--- config.mk ---
export PLATFORM = sky130hd
export DESIGN_NAME = pip_dpath
export DESIGN_NICKNAME = d
export VERILOG_FILES = /design/src/sv/pip_pkg.sv /design/src/sv/pip_dpath.sv
export SDC_FILE = /design/constraint.sdc
export NUM_CORES = 2
export LEC_CHECK = 0
export ABC_AREA = 1
export BUFFER_PORTS_ARGS = -buffer_cell sky130_fd_sc_hd__clkbuf_2
export CAP_MARGIN = 25
export CORE_AREA = 3 3 458 505
export DETAILED_ROUTE_END_ITERATION = 16
export DIE_AREA = 0 0 461 508
export PLACE_DENSITY = 0.67
export RECOVER_POWER = 100
export SYNTH_ARGS = -nofsm -noshare
export SYNTH_HDL_FRONTEND = slang
export SYNTH_SLANG_ARGS = --single-unit
--- constraint.sdc ---
create_clock -name i_clk -period 8.9 [get_ports i_clk]
set_input_delay 0.445 -clock i_clk [delete_from_list [all_inputs] [get_ports i_clk]]
set_output_delay 0.445 -clock i_clk [all_outputs]
set_load 0.05 [all_outputs]
--- src/sv/pip_pkg.sv ---
// ----------------------------------------------------------------------------
// pip_pkg
// shared types and constants for the point in polygon crossing test
// ----------------------------------------------------------------------------
package pip_pkg;

    localparam int DEF_MAX_VERTICES = 64;
    localparam int COORD_BITS       = 16;

    localparam logic ACT_LOAD  = 1'b0;
    localparam logic ACT_QUERY = 1'b1;

    typedef struct packed {
        logic                          action;
        logic signed [COORD_BITS-1:0]  coord_x;
        logic signed [COORD_BITS-1:0]  coord_y;
        logic                          last;
    } t_in_item;

    typedef struct packed {
        logic inside_res;
        logic overflow;
    } t_out_item;

    // controller to datapath
    typedef struct packed {
        logic load;
        logic start;
        logic issue;
        logic finish;
    } t_cmd;

    // datapath to controller
    typedef struct packed {
        logic count_zero;
        logic issue_last;
        logic pipe_busy;
        logic out_busy;
    } t_sts;

endpackage

--- src/sv/pip_dpath.sv ---
// ----------------------------------------------------------------------------
// pip_dpath
// vertex store, edge pipeline and crossing parity with output register
// ----------------------------------------------------------------------------
module pip_dpath #(
    parameter int MAX_VERTICES = pip_pkg::DEF_MAX_VERTICES
) (
    input  logic              i_clk,
    input  logic              i_rst_n,
    input  pip_pkg::t_cmd     i_cmd,
    output pip_pkg::t_sts     o_sts,
    input  pip_pkg::t_in_item i_in_data,
    output logic              o_out_valid,
    input  logic              i_out_ready,
    output pip_pkg::t_out_item o_out_data
);
    import pip_pkg::*;

    localparam int AW = (MAX_VERTICES > 1) ? $clog2(MAX_VERTICES) : 1;
    localparam int CW = $clog2(MAX_VERTICES + 1);
    localparam int C  = COORD_BITS;
    localparam int DW = C + 1;
    localparam int PW = 2 * DW;

    logic [C-1:0]  r_mem_x [MAX_VERTICES];
    logic [C-1:0]  r_mem_y [MAX_VERTICES];

    logic [CW-1:0] r_count;
    logic          r_closed;
    logic          r_ovf;
    logic [CW-1:0] w_eff_count;
    logic          w_full;

    logic signed [C-1:0] r_px;
    logic signed [C-1:0] r_py;
    logic [AW-1:0] r_addr;
    logic [AW-1:0] r_last_addr;
    logic          r_prime;

    logic          r_rd_go;
    logic          r_rd_edge;
    logic signed [C-1:0] r_rd_x;
    logic signed [C-1:0] r_rd_y;
    logic signed [C-1:0] r_prv_x;
    logic signed [C-1:0] r_prv_y;

    logic signed [DW-1:0] w_dyi;
    logic signed [DW-1:0] w_dxji;
    logic signed [DW-1:0] w_dxp;
    logic signed [DW-1:0] w_dy;
    logic                 w_straddle;
    logic                 w_left_of;

    logic                 r_c_vld;
    logic                 r_c_en;
    logic                 r_c_dypos;
    logic signed [PW-1:0] r_left;
    logic signed [PW-1:0] r_right;
    logic                 w_hit;

    logic                 r_odd;
    logic                 r_out_vld;
    t_out_item            r_out;

    // vertex store and load bookkeeping
    assign w_eff_count = r_closed ? '0 : r_count;
    assign w_full      = (w_eff_count >= CW'(MAX_VERTICES));

    always_ff @(posedge i_clk) begin
        if (i_cmd.load && !w_full) begin
            r_mem_x[w_eff_count[AW-1:0]] <= i_in_data.coord_x;
            r_mem_y[w_eff_count[AW-1:0]] <= i_in_data.coord_y;
        end
        if (i_cmd.issue) begin
            r_rd_x <= r_mem_x[r_addr];
            r_rd_y <= r_mem_y[r_addr];
        end
    end

    always_ff @(posedge i_clk) begin
        if (!i_rst_n) begin
            r_count  <= '0;
            r_closed <= 1'b0;
            r_ovf    <= 1'b0;
        end else if (i_cmd.load) begin
            r_closed <= i_in_data.last;
            if (w_full) begin
                r_count <= w_eff_count;
                r_ovf   <= 1'b1;
            end else begin
                r_count <= w_eff_count + 1'b1;
                r_ovf   <= r_closed ? 1'b0 : r_ovf;
            end
        end
    end

    // read address walk: vertex n-1 first, then 0 .. n-1
    always_ff @(posedge i_clk) begin
        if (i_cmd.start) begin
            r_px        <= i_in_data.coord_x;
            r_py        <= i_in_data.coord_y;
            r_addr      <= AW'(r_count - 1'b1);
            r_last_addr <= AW'(r_count - 1'b1);
        end else if (i_cmd.issue) begin
            r_addr <= r_prime ? '0 : r_addr + 1'b1;
        end
    end

    always_ff @(posedge i_clk) begin
        if (!i_rst_n) begin
            r_prime   <= 1'b0;
            r_rd_go   <= 1'b0;
            r_rd_edge <= 1'b0;
            r_c_vld   <= 1'b0;
        end else begin
            if (i_cmd.start) begin
                r_prime <= 1'b1;
            end else if (i_cmd.issue) begin
                r_prime <= 1'b0;
            end
            r_rd_go   <= i_cmd.issue;
            r_rd_edge <= i_cmd.issue && !r_prime;
            r_c_vld   <= r_rd_edge;
        end
    end

    // edge stage: vertex i in r_rd, vertex j in r_prv
    assign w_dyi  = {r_py[C-1], r_py} - {r_rd_y[C-1], r_rd_y};
    assign w_dxji = {r_prv_x[C-1], r_prv_x} - {r_rd_x[C-1], r_rd_x};
    assign w_dxp  = {r_px[C-1], r_px} - {r_rd_x[C-1], r_rd_x};
    assign w_dy   = {r_prv_y[C-1], r_prv_y} - {r_rd_y[C-1], r_rd_y};

    assign w_straddle = ((r_rd_y < r_py) && (r_prv_y >= r_py))
                     || ((r_prv_y < r_py) && (r_rd_y >= r_py));
    assign w_left_of  = (r_rd_x <= r_px) || (r_prv_x <= r_px);

    always_ff @(posedge i_clk) begin
        if (r_rd_go) begin
            r_prv_x <= r_rd_x;
            r_prv_y <= r_rd_y;
        end
        if (r_rd_edge) begin
            r_c_en    <= w_straddle && w_left_of;
            r_c_dypos <= !w_dy[DW-1];
            r_left    <= w_dyi * w_dxji;
            r_right   <= w_dxp * w_dy;
        end
    end

    // compare stage and parity
    assign w_hit = r_c_dypos ? (r_left < r_right) : (r_left > r_right);

    always_ff @(posedge i_clk) begin
        if (i_cmd.start) begin
            r_odd <= 1'b0;
        end else if (r_c_vld && r_c_en && w_hit) begin
            r_odd <= !r_odd;
        end
    end

    // output register
    always_ff @(posedge i_clk) begin
        if (!i_rst_n) begin
            r_out_vld <= 1'b0;
        end else if (i_cmd.finish) begin
            r_out_vld <= 1'b1;
        end else if (i_out_ready) begin
            r_out_vld <= 1'b0;
        end
    end

    always_ff @(posedge i_clk) begin
        if (i_cmd.finish) begin
            r_out.inside_res <= r_odd;
            r_out.overflow   <= r_ovf;
        end
    end

    assign o_out_valid = r_out_vld;
    assign o_out_data  = r_out;

    assign o_sts.count_zero = (r_count == '0);
    assign o_sts.issue_last = !r_prime && (r_addr == r_last_addr);
    assign o_sts.pipe_busy  = r_rd_go || r_c_vld;
    assign o_sts.out_busy   = r_out_vld && !i_out_ready;

endmodule

# Yosys cells after proc, flatten, opt, wreduce, memory -nomap -nowiden
# Memory sizes are Yosys's and may differ from the RTL's. A register that Yosys moved wholly into a read port is not among the register bits.
# Index checks and enable logic that the tools add are counted.
[classes]
mux = 14
mul = 2
bitwise_logic = 0
n_eq_ne = 1
n_reduce_logical = 22
add_sub_neg = 7
n_div = 0
n_lt_le_gt_ge = 9
shifts = 0
[op_table]
columns = ["cell", "count"]
rows = [
  ["$mul 17x17->34", 2],
  ["$sub 16x16->17", 4],
  ["$gt 34x34->1", 1],
  ["$lt 34x34->1", 1],
  ["$ge 16x16->1", 2],
  ["$le 16x16->1", 2],
  ["$lt 16x16->1", 2],
  ["$mux 6", 3],
  ["$mux 7", 2],
  ["$logic_and 1x1->1", 9],
  ["$mux 1", 9],
  ["$add 7x1->7 const B", 1],
  ["$ge 7x7->1 const B", 1],
  ["$logic_not 7->1", 1],
  ["$add 6x1->6 const B", 1],
  ["$eq 6x6->1", 1],
  ["$reduce_bool 2->1", 3],
  ["$sub 6x1->6 const B", 1],
  ["$logic_not 1->1", 5],
  ["$logic_or 1x1->1", 3],
  ["$reduce_and 2->1", 1],
]
[totals]
rom_bits = 0
regBits = 163
n_memories = 2
mem_bits_rw = 2048
in_bits = 41
latchBits = 0
[mem_list]
columns = ["memory", "words", "width", "read_ports", "rd_ports_with_merged_regs", "wr", "line", "text"]
rows = [
  ["r_mem_x", 64, 16, 1, 1, 1, "pip_dpath.sv:25", "logic [C-1:0] r_mem_x [MAX_VERTICES];"],
  ["r_mem_y", 64, 16, 1, 1, 1, "pip_dpath.sv:26", "logic [C-1:0] r_mem_y [MAX_VERTICES];"],
]

# Longest topological paths before layout
[depth]
word_depth = 6
ltp_mapped = 37
ltp_nobuf = 36

# Worst setup path after synthesis
# OpenSTA, ideal clock, no wires.
[synth_timing]
path_type = "register to register"
start = "reg r_py[0]"
end = "reg r_left[27], data pin"
arrival_ns = 6.797
slack_ns = 1.851
path_stages_with_launch = 35
period_less_slack_ns = 7.049
path_buffers = 1
required_time_ns = 8.648
setup_time_ns = 0.252
path_cell_list = "edfxtp_1 inv_1 ha_1 inv_1 fa_1 nand3_1 and2_4 inv_2 a21oi_4 inv_2 a21oi_2 xnor2_1 buf_2 nand2_1 fa_1 inv_1 fa_1 inv_1 fa_1 inv_1 fa_1 inv_1 fa_1 inv_1 fa_1 ha_1 nand2_1 nor2_1 nand2_1 o211ai_1 a21boi_1 o21ai_0 nand2_1 nand3_1 nand2_1"
[synth_via]
elab_chain_cells = 2
[synth_lines]
columns = ["element", "line", "text"]
rows = [
  ["start, declared", "pip_dpath.sv:35", "logic signed [C-1:0] r_py;"],
  ["start signal, assigned", "pip_dpath.sv:101", "r_py <= i_in_data.coord_y;"],
  ["$sub 16x16->17", "pip_dpath.sv:128", "assign w_dyi = {r_py[C-1], r_py} - {r_rd_y[C-1], r_rd_y};"],
  ["$mul 17x17->34", "pip_dpath.sv:145", "r_left <= w_dyi * w_dxji;"],
  ["end signal, assigned", "pip_dpath.sv:145", ""],
  ["end, declared", "pip_dpath.sv:57", "logic signed [PW-1:0] r_left;"],
]
# No other way between the ends.
# A chain may end at the register's enable or synchronous reset.

==> results_dict.tcl <==
set metrics [dict create \
    dp_hpwl_mm 196 \
    status "finished with violations" \
    fin_skew_ns 0.0753 \
    htreeDepth 4 \
    critPathMaxFanout 154 \
    finalHoldViolations 0 \
    die_y_microns 508 \
    rows 183 \
    nNetsFinal 10600 \
    routed_wl_mm 322 \
    synth_warnings 0 \
    tns_ns 0 \
    initial_core_util_pct 49.9 \
    ctsResizeCount 0 \
    core_sq_um 226000 \
    cts_sinks 2243 \
    max_freq_mhz 120 \
    yosysTopAreaCellShare_pct 59.2 \
    drtAntennaViolNets 0 \
    crit_type "reg -> reg" \
    synthCells 9631 \
    antenna_found_initial 9 \
    ys_async_sr_fraction_pct 0 \
    yosysSeqAreaShare_pct 59.5 \
    grt_use_met3_pct 3.71 \
    yosys.area.top_type "edfxtp_1" \
    vias 76000 \
    grt-busiest-layer "met2" \
    period_minus_slack_ns 8.33 \
    layout-drive-gt1-share_pct 5.98 \
    worstHoldPathType "in -> reg" \
    grt_use_total_pct 27.4 \
    cp_slowest_cell "clkbuf_2" \
    grt_util_met1_pct 35.2 \
    drt_iter0_markers 9072 \
    cpPeakStageDelay_ns 2.63 \
    synth-edff-count 2228 \
    cts_buffers 217 \
    clk_path_buf_depth 3 \
    area_growth_pct 9.07 \
    synth_cell_types 67 \
    place.gp.congestion 0.951 \
    drcViolationCount 0 \
    drt_pass1_iterations 9 \
    die_x_microns 461 \
    n_fill_cell 18800 \
    synth_nets 10600 \
    path_cells "buf_4, clkbuf_2, clkbuf_1, o21ai_0, o22ai_1, o21ai_0, o22ai_1, nor2_1, o21ai_1" \
    synth_area_leaders "edfxtp_1, fa_1, nor2_1" \
    worstSetupEndpointType "flip-flop" \
    violations "max-capacitance violations, max-slew violations" \
    slew_headroom_pct -168 \
    synthFlopType "edfxtp_1" \
    rsz0062_at_grt "false" \
    clk_pin_slew_ns 0.06 \
    io_buffers 46 \
    post_drt_wl_per_cell_microns 25.2 \
    setup_viol 0 \
    grt_pass1_vias 76100 \
    met2_usage_pct 45.9 \
    ios 48 \
    period_share_pct 93.6 \
    clock_latency_ns 0.89 \
    regArea_sq_um 67200 \
    multi_input_area_sq_um 40300 \
    via_per_inst 5.95 \
    cap_violations 110 \
    clockRootBuffer "clkbuf_16" \
    cp_data_required_time_ns 9.45 \
    cp-start-kind "flip-flop" \
    syn_area_per_cell_sq_um 11.7 \
    critPathTopFamily "buffers and inverters" \
    gr-total-overflow 0 \
    grt_max_degree 186 \
    syn_area_sq_um 113000 \
    die_area_sq_um 234000 \
    slew_viol_final 4856 \
    crit_arrival_ns 8.88 \
    worst_pin_slew_ns 4.03 \
    critPathBufInv 3 \
    ys_ff_latch 2243 \
    grt_pass1_wl_mm 478 \
    cts_tree "yes" \
]
[logic make-up after synthesis]
group	count (synthesis)	share of synthesized area [%]
AND/OR/NAND/NOR	2616	9.05
AO/OA/AOI/OAI	2309	11.3
flip-flops	2243	59.5
buffers and inverters	1431	5.18
adder cells (fa/ha/maj)	903	14.0
XOR/XNOR	129	1.05
[layout make-up]
| type | count | area share (%) |
|---|---|---|
| Timing Repair Buffer | 270 | 1.29 |
| Clock inverter | 135 | 0.928 |
| Antenna cell | 11 | 0.0223 |
| Multi-Input combinational cell | 5957 | 32.7 |
| Sequential cell | 2243 | 54.5 |
| Inverter | 927 | 2.85 |
| Tap cell | 2960 | 3.01 |
| Clock buffer | 272 | 4.65 |
[cells in the mapped netlist (all sizes together), types with 70 or more instances]
library cell / n
edfxtp: 2228
nor2: 1797
o21ai: 1392
inv: 915
nand2: 663
o22ai: 629
fa: 596
ha: 307
clkbuf: 286
buf: 218
a21oi: 180
xor2: 80
nand3: 70
[layer usage]
metal  vias to the layer above  wire length (microns)
met5                         -                     43
met1                     38100                 123000
met2                      3593                 156000
met3                       718                  25800
li1                      33500                      -
met4                         8                  17200
[per-stage QoR]
stage / util (%) / instance area, sq um / setup slack [ns] / instances / hold slack, ns
finish: 54.5 / 123000 / 0.572 / 12800 / 0.385
global route: 54.5 / 123000 / 0.166 / 12800 / 0.396
CTS: 54.7 / 124000 / 0.747 / 12800 / 0.135
global placement: 51.6 / 117000 / 0.834 / 12300 / 0.436
detailed placement: 51.6 / 117000 / 0.792 / 12300 / 0.440
floorplan: - / 113000 / 1.85 / 9631 / 0.409
[flip-flops by register name, indices dropped and copies added, names as in the netlist, 16 cells and up]
signal / flops
r_mem_x: 1024
r_mem_y: 1024
r_left: 34
r_right: 34
r_prv_x: 16
r_prv_y: 16
r_px: 16
r_py: 16
r_rd_x: 16
r_rd_y: 16
[worst paths after layout]
check | from | depth (start not counted) | endpoint | slack (ns)
hold / removal | i_cmd[0] | 2 | o_out_data[1] | 0.39
hold reg to reg | r_rd_x[14] | 0 | r_prv_x[14] | 0.44
setup / recovery | r_addr[1] | 9 | r_rd_y[8] | 0.57
setup reg to reg | r_addr[1] | 9 | r_rd_y[8] | 0.57
[what timing repair did]
item	4_1_cts	5_1_grt
endpoints found under the hold margin	10	0
buffers inserted	0	0
hold buffers	5	0
[worst register-to-register path: stages, from the launching register on]
cell	delay, ns
edfxtp_1	0.32
buf_4	0.45
clkbuf_2	2.64
clkbuf_1	2.53
o21ai_0	0.38
o22ai_1	0.29
o21ai_0	0.10
o22ai_1	0.50
nor2_1	0.13
o21ai_1	0.71
[layout by cell type, fill, tap and decap left out, drive strengths merged, types with 4 or more instances in the layout]
cell / n
clkinvlp: 6
nor2: 1797
bufinv: 12
edfxtp: 2228
o221ai: 7
o21ai: 1392
o31ai: 12
o211ai: 10
nand2: 663
o21a: 7
nand3: 70
dfxtp: 15
o22ai: 629
a21boi: 10
nor3: 31
a21oi: 180
xnor2: 49
o32ai: 21
diode: 11
inv: 925
nand4: 24
or2: 15
buf: 107
fa: 596
nor4: 8
o21bai: 13
a211oi: 6
dlygate4sd3: 5
clkinv: 119
a31oi: 4
a21o: 12
ha: 307
clkbuf: 430
xor2: 80
Power is left out: the tool's default activity adds up to more than one toggle a clock period on the data nets, which glitch-free logic cannot reach.
